[config.mk]
export PLATFORM = sky130hd
export DESIGN_NAME = stream_search_replace_flat
export DESIGN_NICKNAME = d
export VERILOG_FILES = /design/src/rtl/ssr_pkg.sv /design/src/rtl/ssr_if.sv /design/src/rtl/ssr_cell.sv /design/src/rtl/ssr_emit.sv /design/src/rtl/stream_search_replace.sv /design/src/flat_wrapper.sv
export SDC_FILE = /design/constraint.sdc
export NUM_CORES = 1
export LEC_CHECK = 0
export ABC_CLOCK_PERIOD_IN_PS = 6800
export BUFFER_PORTS_ARGS = -buffer_cell sky130_fd_sc_hd__buf_2
export CAP_MARGIN = 20
export CORE_MARGIN = 8
export CORE_UTILIZATION = 50
export CTS_CLUSTER_DIAMETER = 50
export DETAILED_ROUTE_END_ITERATION = 10
export PLACE_DENSITY = 0.79
export SLEW_MARGIN = 15
export SYNTH_ARGS = -nofsm -noshare
export SYNTH_HDL_FRONTEND = slang
export SYNTH_SLANG_ARGS = --single-unit
[constraint.sdc]
create_clock -name clk_i -period 6.8 [get_ports clk_i]
set_input_delay 0.68 -clock clk_i [delete_from_list [all_inputs] [get_ports clk_i]]
set_output_delay 0.68 -clock clk_i [all_outputs]
set_load 0.02 [all_outputs]
[src/rtl/ssr_pkg.sv]
// Shared constants, register codes and types for the stream search and replace block.
package ssr_pkg;

  localparam int unsigned ByteW     = 8;
  localparam int unsigned PatMaxDef = 8;   // default window depth
  localparam int unsigned RepMax    = 8;   // longest replacement text
  localparam int unsigned ResN      = 8;   // most results one item can produce
  localparam int unsigned PendN     = ResN + 1;
  localparam int unsigned CntW      = 4;
  localparam int unsigned LenW      = 4;
  localparam int unsigned CfgIdxW   = 2;
  localparam int unsigned CfgDataW  = 64;

  // Configuration register indexes
  localparam logic [CfgIdxW-1:0] CfgPatBytes = 2'd0;
  localparam logic [CfgIdxW-1:0] CfgPatLen   = 2'd1;
  localparam logic [CfgIdxW-1:0] CfgRepBytes = 2'd2;
  localparam logic [CfgIdxW-1:0] CfgRepLen   = 2'd3;

  // Results of one item, handed from the window logic to the output chain
  typedef struct packed {
    logic [ResN-1:0][ByteW-1:0] data;
    logic [ResN-1:0]            last;
    logic [CntW-1:0]            cnt;
  } res_t;

endpackage

[src/rtl/ssr_if.sv]
// Stream interfaces for text input and edited text output.
interface ssr_in_if;
  logic                      valid;
  logic                      ready;
  logic [ssr_pkg::ByteW-1:0] text_byte;
  logic                      is_end;

  modport source (output valid, text_byte, is_end, input ready);
  modport sink (input valid, text_byte, is_end, output ready);
endinterface

interface ssr_out_if;
  logic                      valid;
  logic                      ready;
  logic [ssr_pkg::ByteW-1:0] out_byte;
  logic                      last;

  modport source (output valid, out_byte, last, input ready);
  modport sink (input valid, out_byte, last, output ready);
endinterface

[src/rtl/ssr_cell.sv]
// One window cell: holds a text byte and compares it against every pattern byte.
module ssr_cell #(
  parameter int unsigned PAT_N = ssr_pkg::PatMaxDef
) (
  input  logic                                 clk_i,
  input  logic                                 rst_ni,
  input  logic [ssr_pkg::ByteW-1:0]            text_byte_i,
  input  logic                                 take_i,
  input  logic                                 load_i,
  input  logic [ssr_pkg::ByteW-1:0]            next_i,
  input  logic [PAT_N-1:0][ssr_pkg::ByteW-1:0] pat_i,
  output logic [ssr_pkg::ByteW-1:0]            cur_o,
  output logic [PAT_N-1:0]                     eq_o
);

  logic [ssr_pkg::ByteW-1:0] byte_q, byte_d;

  // the incoming byte lands in this cell when it is the append slot
  assign cur_o  = take_i ? text_byte_i : byte_q;
  assign byte_d = load_i ? next_i : byte_q;

  // compare against each pattern offset
  for (genvar d = 0; d < PAT_N; d++) begin : g_cmp
    assign eq_o[d] = (cur_o == pat_i[d]);
  end

  always_ff @(posedge clk_i or negedge rst_ni) begin
    if (!rst_ni) begin
      byte_q <= '0;
    end else begin
      byte_q <= byte_d;
    end
  end

endmodule

[src/rtl/ssr_emit.sv]
// Output chain: queued result bytes shift toward the output port one per transfer.
module ssr_emit (
  input  logic                         clk_i,
  input  logic                         rst_ni,
  input  logic                         load_i,
  input  ssr_pkg::res_t                res_i,
  output logic                         room_o,
  output logic [ssr_pkg::CntW-1:0]     cnt_o,
  ssr_out_if.source                    edit_o
);

  logic [ssr_pkg::PendN-1:0][ssr_pkg::ByteW-1:0] data_q, data_d;
  logic [ssr_pkg::PendN-1:0]                     last_q, last_d;
  logic [ssr_pkg::CntW-1:0]                      cnt_q, cnt_d, cnt_a;
  logic                                          take;

  assign take            = edit_o.valid && edit_o.ready;
  assign edit_o.valid    = (cnt_q != '0);
  assign edit_o.out_byte = data_q[0];
  assign edit_o.last     = last_q[0];
  // a new item may come in while at most one result is still waiting
  assign room_o          = (cnt_q <= ssr_pkg::CntW'(1));
  assign cnt_o           = cnt_q;

  // shift on output transfer, then append new results behind what is left
  always_comb begin
    data_d = data_q;
    last_d = last_q;
    cnt_a  = cnt_q - ssr_pkg::CntW'(take);
    if (take) begin
      for (int p = 0; p < ssr_pkg::PendN - 1; p++) begin
        data_d[p] = data_q[p+1];
        last_d[p] = last_q[p+1];
      end
    end
    if (load_i) begin
      for (int p = 0; p < ssr_pkg::ResN; p++) begin
        if (cnt_a == '0) begin
          data_d[p] = res_i.data[p];
          last_d[p] = res_i.last[p];
        end else begin
          data_d[p+1] = res_i.data[p];
          last_d[p+1] = res_i.last[p];
        end
      end
    end
    cnt_d = cnt_a + (load_i ? res_i.cnt : '0);
  end

  always_ff @(posedge clk_i or negedge rst_ni) begin
    if (!rst_ni) begin
      cnt_q <= '0;
    end else begin
      cnt_q <= cnt_d;
    end
  end

  always_ff @(posedge clk_i) begin
    data_q <= data_d;
    last_q <= last_d;
  end

endmodule

[src/rtl/stream_search_replace.sv]
// Top level of the stream search and replace block.
// Replaces every leftmost, non-overlapping occurrence of the configured pattern in a byte
// stream with the replacement text; an end item flushes the held bytes and sends a zero byte
// marked last. The window cells are compared against all pattern offsets in the cycle a byte
// arrives, so an item is taken every cycle while at most one result waits in the output chain.
// An item that yields k results (k up to 8) holds the input until at most one of them is left
// waiting, while the output chain drains one byte per transfer; items yielding zero or one
// result flow at one per cycle while the output is not stalled. Configuration is to be written
// only while the block is idle; the user is bound by this, the block itself does not enforce it.
module stream_search_replace #(
  parameter int unsigned MAX_PATTERN = ssr_pkg::PatMaxDef
) (
  input  logic                           clk_i,
  input  logic                           rst_ni,
  input  logic                           cfg_we_i,
  input  logic [ssr_pkg::CfgIdxW-1:0]    cfg_idx_i,
  input  logic [ssr_pkg::CfgDataW-1:0]   cfg_data_i,
  ssr_in_if.sink                         text_i,
  ssr_out_if.source                      edit_o
);

  localparam int unsigned Cap   = (MAX_PATTERN < 8) ? MAX_PATTERN : 8;
  localparam int unsigned FillW = $clog2(Cap + 1);

  // configuration registers
  logic [ssr_pkg::CfgDataW-1:0] pat_q, rep_q;
  logic [ssr_pkg::LenW-1:0]     pat_len_q, rep_len_q;

  logic [Cap-1:0][ssr_pkg::ByteW-1:0] pat;
  logic [Cap-1:0][ssr_pkg::ByteW-1:0] cur, nw;
  logic [Cap-1:0][Cap-1:0]            eq;
  logic [FillW-1:0]                   fill_q, fill_d, f0, f, plen, sel, amt;
  logic [ssr_pkg::LenW-1:0]           rlen;
  logic [Cap:0]                       ok;
  logic                               full, in_fire, room;
  logic [ssr_pkg::CntW-1:0]           emit_cnt;
  ssr_pkg::res_t                      res;

  assign in_fire      = text_i.valid && text_i.ready;
  assign text_i.ready = room;

  // configuration writes
  always_ff @(posedge clk_i or negedge rst_ni) begin
    if (!rst_ni) begin
      pat_q     <= '0;
      pat_len_q <= ssr_pkg::LenW'(1);
      rep_q     <= '0;
      rep_len_q <= '0;
    end else if (cfg_we_i) begin
      unique case (cfg_idx_i)
        ssr_pkg::CfgPatBytes: pat_q     <= cfg_data_i;
        ssr_pkg::CfgPatLen:   pat_len_q <= cfg_data_i[ssr_pkg::LenW-1:0];
        ssr_pkg::CfgRepBytes: rep_q     <= cfg_data_i;
        ssr_pkg::CfgRepLen:   rep_len_q <= cfg_data_i[ssr_pkg::LenW-1:0];
        default: ;
      endcase
    end
  end

  for (genvar d = 0; d < Cap; d++) begin : g_pat
    assign pat[d] = pat_q[ssr_pkg::ByteW*d +: ssr_pkg::ByteW];
  end

  // effective lengths and append slot
  always_comb begin
    if (pat_len_q == '0) begin
      plen = FillW'(1);
    end else if (int'(pat_len_q) > Cap) begin
      plen = FillW'(Cap);
    end else begin
      plen = FillW'(pat_len_q);
    end
    rlen = (int'(rep_len_q) > ssr_pkg::RepMax) ? ssr_pkg::LenW'(ssr_pkg::RepMax) : rep_len_q;
    f0   = (int'(fill_q) >= Cap) ? FillW'(Cap - 1) : fill_q;
    f    = f0 + FillW'(1);
  end

  // window cells
  for (genvar j = 0; j < Cap; j++) begin : g_cell
    ssr_cell #(
      .PAT_N (Cap)
    ) u_cell (
      .clk_i       (clk_i),
      .rst_ni      (rst_ni),
      .text_byte_i (text_i.text_byte),
      .take_i      (!text_i.is_end && (int'(f0) == j)),
      .load_i      (in_fire && !text_i.is_end),
      .next_i      (nw[j]),
      .pat_i       (pat),
      .cur_o       (cur[j]),
      .eq_o        (eq[j])
    );
  end

  // ok[s]: window with s bytes dropped still starts a (partial) match
  always_comb begin
    for (int s = 0; s <= Cap; s++) begin
      ok[s] = 1'b1;
      for (int j = 0; j < Cap; j++) begin
        if (j >= s && j < int'(f) && (j - s) < int'(plen)) begin
          ok[s] = ok[s] & eq[j][j-s];
        end
      end
    end
    full = (f >= plen) && ok[0];
    // smallest drop count that leaves a possible match start
    sel = FillW'(Cap);
    for (int s = Cap; s >= 0; s--) begin
      if (ok[s]) begin
        sel = FillW'(s);
      end
    end
    amt = full ? plen : sel;
  end

  // shift the window by the drop amount
  always_comb begin
    for (int j = 0; j < Cap; j++) begin
      nw[j] = '0;
      for (int k = 0; k < Cap - j; k++) begin
        if (int'(amt) == k) begin
          nw[j] = cur[j+k];
        end
      end
    end
  end

  // results of the accepted item
  always_comb begin
    res = '0;
    if (text_i.is_end) begin
      for (int k = 0; k < Cap; k++) begin
        if (k < int'(fill_q)) begin
          res.data[k] = cur[k];
        end
      end
      for (int k = 0; k < ssr_pkg::ResN; k++) begin
        if (k == int'(fill_q)) begin
          res.last[k] = 1'b1;
        end
      end
      res.cnt = ssr_pkg::CntW'(fill_q) + ssr_pkg::CntW'(1);
    end else if (full) begin
      for (int k = 0; k < ssr_pkg::RepMax; k++) begin
        res.data[k] = rep_q[ssr_pkg::ByteW*k +: ssr_pkg::ByteW];
      end
      res.cnt = ssr_pkg::CntW'(rlen);
    end else begin
      for (int k = 0; k < Cap; k++) begin
        res.data[k] = cur[k];
      end
      res.cnt = ssr_pkg::CntW'(sel);
    end
  end

  // window fill
  always_comb begin
    fill_d = fill_q;
    if (in_fire) begin
      fill_d = text_i.is_end ? '0 : (f - amt);
    end
  end

  always_ff @(posedge clk_i or negedge rst_ni) begin
    if (!rst_ni) begin
      fill_q <= '0;
    end else begin
      fill_q <= fill_d;
    end
  end

  // output chain
  ssr_emit u_emit (
    .clk_i  (clk_i),
    .rst_ni (rst_ni),
    .load_i (in_fire),
    .res_i  (res),
    .room_o (room),
    .cnt_o  (emit_cnt),
    .edit_o (edit_o)
  );

  // the window never holds a full depth of bytes between items
  a_fill_below_cap: assert property (@(posedge clk_i) disable iff (!rst_ni)
    int'(fill_q) < Cap)
    else $error("window fill reached its depth");

  // an end transfer empties the window
  a_end_flushes: assert property (@(posedge clk_i) disable iff (!rst_ni)
    (in_fire && text_i.is_end) |=> (fill_q == '0))
    else $error("window not empty after end transfer");

  // output chain never overflows
  a_emit_bound: assert property (@(posedge clk_i) disable iff (!rst_ni)
    int'(emit_cnt) <= ssr_pkg::PendN)
    else $error("output chain overflow");

endmodule

[src/flat_wrapper.sv]
// flat-port wrapper written by rule: the top's interface ports become plain ports
module stream_search_replace_flat 
#(
  parameter int unsigned MAX_PATTERN = ssr_pkg::PatMaxDef
)
  (clk_i, rst_ni, cfg_we_i, cfg_idx_i, cfg_data_i, text_i_valid, text_i_text_byte, text_i_is_end, text_i_ready, edit_o_valid, edit_o_out_byte, edit_o_last, edit_o_ready);
  ssr_in_if text_i_i ();
  ssr_out_if edit_o_i ();
  input  logic clk_i;
  input  logic rst_ni;
  input  logic cfg_we_i;
  input  logic [ssr_pkg::CfgIdxW-1:0] cfg_idx_i;
  input  logic [ssr_pkg::CfgDataW-1:0] cfg_data_i;
  input wire logic [$bits(text_i_i.valid)-1:0] text_i_valid;
  input wire logic [$bits(text_i_i.text_byte)-1:0] text_i_text_byte;
  input wire logic [$bits(text_i_i.is_end)-1:0] text_i_is_end;
  output wire logic [$bits(text_i_i.ready)-1:0] text_i_ready;
  output wire logic [$bits(edit_o_i.valid)-1:0] edit_o_valid;
  output wire logic [$bits(edit_o_i.out_byte)-1:0] edit_o_out_byte;
  output wire logic [$bits(edit_o_i.last)-1:0] edit_o_last;
  input wire logic [$bits(edit_o_i.ready)-1:0] edit_o_ready;
  assign text_i_i.valid = text_i_valid;
  assign text_i_i.text_byte = text_i_text_byte;
  assign text_i_i.is_end = text_i_is_end;
  assign text_i_ready = text_i_i.ready;
  assign edit_o_valid = edit_o_i.valid;
  assign edit_o_out_byte = edit_o_i.out_byte;
  assign edit_o_last = edit_o_i.last;
  assign edit_o_i.ready = edit_o_ready;
  stream_search_replace #(.MAX_PATTERN(MAX_PATTERN)) u_core (.clk_i(clk_i), .rst_ni(rst_ni), .cfg_we_i(cfg_we_i), .cfg_idx_i(cfg_idx_i), .cfg_data_i(cfg_data_i), .text_i(text_i_i), .edit_o(edit_o_i));
endmodule
==> qor.yml <==
status:
  run_status: "finished clean"
power:
  pwr-share-clk: 0.154
  pwr-share-seq: 0.229
  p_leak_nw: 10.2
  power_density_nw_per_um2: 608
  p_int_mw: 7.35
  power_frac_comb: 0.617
  net-switching-power_mw: 7.57
  p_sw_frac: 0.507
  max-vdd-ir-drop_v: 0.000415
synthesis:
  netlist_instances: 2430
  seq_area_frac_synth: 0.345
  synthMuxAreaShare: 0.147
  synth_top_family_by_area: "compound AO/OA/AOI/OAI gates"
  yosys.area_share.xor_xnor: 0.129
  ys_top_cells_by_count: "dfrtp_1 (207), xnor2_1 (188), nand2_1 (163)"
  synthAdderAreaFrac: 0.0150
  netlist.area_leader.share: 0.236
  synthArstFlopShare: 0.720
  ys_types: 90
  syn_avg_cell_area_sq_um: 9.02
  synth_area_sq_um: 21900
  synthTopCellsByArea: "dfrtp_1 (24%), edfxtp_1 (9.9%), xnor2_1 (7.5%)"
  yosys.area.top_type: "dfrtp_1"
  synth_compound_area_frac: 0.170
  ys_warn_count: 0
  synth_nets: 2535
  post_synth_and_or_nand_nor_area_fraction: 0.131
  ys_ff_latch: 289
  synth-edff-count: 72
  yosysMostFrequentCell: "dfrtp_1"
  synth_ff_type: "dfrtp_1"
timing:
  fin_skew_ps: 29.9
  fin_crit_sh: 0.887
  slew_violations: 0
  rsz0062_at_grt: "false"
  setup_viol: 0
  worst-slew-pin-transition_ps: 1210
  final.setup.tns_ps: 0
  max_freq_ghz: 0.166
  whs_ps: 188
  hold_viol: 0
  maxSlewHeadroom: 0.194
  min_period_ps: 6030
critical_path:
  end_kind: "register"
  critPathMaxStageDelay_ps: 800
  path_class: "reg2reg"
  crit_buf_inv: 2
  cp_top_family: "compound AO/OA/AOI/OAI gates"
  slowest_stage: "a21oi_1"
  cp.required_ps: 7310
  cp_max_fo: 10
  worst_ep_arrival_time_ps: 6540
  crit_start: "u_core.fill_q[2]$_DFFE_PN0P_"
  r2r_start: "u_core.fill_q[2]$_DFFE_PN0P_"
  path_cells: "and3_1, nor2_2, inv_1, a21oi_1, a311oi_1, a32oi_1, nor4bb_1, a22oi_1, a221oi_2, a211oi_1, or3_1, inv_1, ha_1, a21o_1, a21oi_1, xnor2_1, xnor2_1"
  critPathLaunchType: "register"
floorplan:
  fp.dieW_microns: 225
  coreArea_sq_um: 43200
  io_pins: 91
  start_util: 0.508
  die-area_sq_um: 50800
  die_h_microns: 225
  rows: 76
drt:
  wire_per_inst_microns: 33.1
  drtPass1Iterations: 8
  vias_per_cell: 6.86
  drt_iter0_drc: 2900
  drc: 0
  drtAntennaViolNets: 0
  routed_wl_microns: 101000
  routed-via-count: 21000
placed_design:
  dpl.hpwl_microns: 73500
  place.gp.congestion: 1.09
  io_buffers: 90
grt:
  grt_max_degree: 118
  antenna_found_initial: 3
  grt_pass1_vias: 19900
  grt_pass1_wl_microns: 144000
  globalRouteTotalUtil: 0.389
  grt-ovfl-total: 0
clock_network:
  clock_sinks: 289
  hold_buffers: 0
  path_clk_slew_ps: 60
  cts_buffer_depth: 3
  post_cts_buffers: 0
  h-tree-depth: 2
  cts_tree: "yes"
  cts_resized: 0
  cts_inserted_buffers: 40
  clk_latency_ps: 610
  clockRootBuffer: "clkbuf_16"
hold_path:
  hold_path_class: "in2async"
run:
  maxCapViolCount: 0
cells_and_area:
  area_delta_synth_final_pct: 11.9
  fin_nets: 2539
  drive_gt1_frac: 0.193
==> state kept, by name, indices dropped and copies added (netlist names) <==
register,cells
u_core.u_emit.data_q,64
u_core.u_emit.edit_o.out_byte,8
u_core.fill_q,4
u_core.rep_len_q,4
u_core.pat,64
u_core.pat_len_q,4
u_core.rep_q,64
u_core.u_emit.last_q,9
u_core.u_emit.cnt_o,4
u_core.g_cell.u_cell.byte_q,64
==> power by group through the flow <==
| stage | Clock [mW] | Sequential, mW | Combinational (mW) |
|---|---|---|---|
| 2_1_floorplan | 0 | 2.51 | 6.08 |
| 4_1_cts | 2.31 | 3.31 | 8.85 |
| 6_report | 2.30 | 3.42 | 9.20 |
| 5_1_grt | 2.38 | 3.38 | 9.60 |
| 3_5_place_dp | 0 | 3.34 | 8.80 |
| 3_3_place_gp | 0 | 3.34 | 8.83 |
==> logic make-up after synthesis <==
| group | after synthesis |
|---|---|
| compound gates | 576 |
| xor+xnor | 323 |
| fa+ha+maj | 25 |
| buf+inv | 324 |
| flops | 289 |
| mux | 300 |
| simple gates | 593 |
==> cell type report <==
| class | count | area, sq um |
|---|---|---|
| Sequential cell | 289 | 7550 |
| Multi-Input combinational cell | 1817 | 13000 |
| Inverter | 70 | 263 |
| Antenna cell | 3 | 7.51 |
| Clock inverter | 26 | 335 |
| Fill cell | 3850 | 18700 |
| Tap cell | 585 | 732 |
| Timing Repair Buffer | 216 | 1490 |
| Clock buffer | 48 | 1120 |
==> final timing paths <==
check                                              endpoint  slack (ps)  cells after the start
max                        u_core.u_emit.cnt_o[3]$_DFF_PN0_         770                     17
min                              u_core.pat[21]$_DFFE_PN0P_         190                      1
max reg2reg                u_core.u_emit.cnt_o[3]$_DFF_PN0_         770                     17
min reg2reg                    u_core.rep_q[62]$_DFFE_PN0P_         510                      1
max in group asynchronous         u_core.pat[3]$_DFFE_PN0P_        5210                      2
min in group clk_i               u_core.pat[61]$_DFFE_PN0P_         310                      3
==> per-stage QoR <==
stage          std cells  total power, mW  area, sq um  setup slack, ps   util
6_report            3054             14.9        24500              768  0.568
5_1_grt             3051             15.4        24500              706  0.568
4_1_cts             3051             14.5        24500              944  0.568
3_5_place_dp        2977             12.1        23100             1020  0.534
3_3_place_gp        2976             12.2        23000             1090  0.534
2_1_floorplan       2430             8.59        21900             1700      -
==> layer usage <==
| metal | vias up | track usage | share of wire |
|---|---|---|---|
| li1 | 8787 | - | - |
| met1 | 10200 | 0.498 | 0.38 |
| met2 | 1566 | 0.553 | 0.41 |
| met3 | 451 | 0.115 | 0.12 |
| met4 | 2 | 0.281 | 0.088 |
| met5 | - | 0 | 0.00015 |
==> cell usage in the layout, fill, tap and decap left out, types with 7 or more instances in the layout <==
master     instances
mux2i_1          146
edfxtp_1          72
a22oi_1           13
or3_1              9
nor2_1           131
dfxtp_1            9
nand2b_1          12
nand4_1           44
buf_12             7
nor3_1            35
and2_1             7
a21o_1            16
mux2_2           146
nand3_1           91
o221ai_1          15
buf_4            119
nor2b_1           23
a21oi_1          108
dfrtp_1          207
nand2_1          161
xor2_1           135
o21ai_1           15
nor4_1            45
a221oi_1          14
clkbuf_16         42
a211oi_1          27
o21ai_0          156
ha_1              23
inv_1             67
a2111oi_0          8
o22ai_1          104
buf_2             89
xnor2_1          188
o211ai_1           9
inv_6              7
Power figures use the tool's default switching activity.
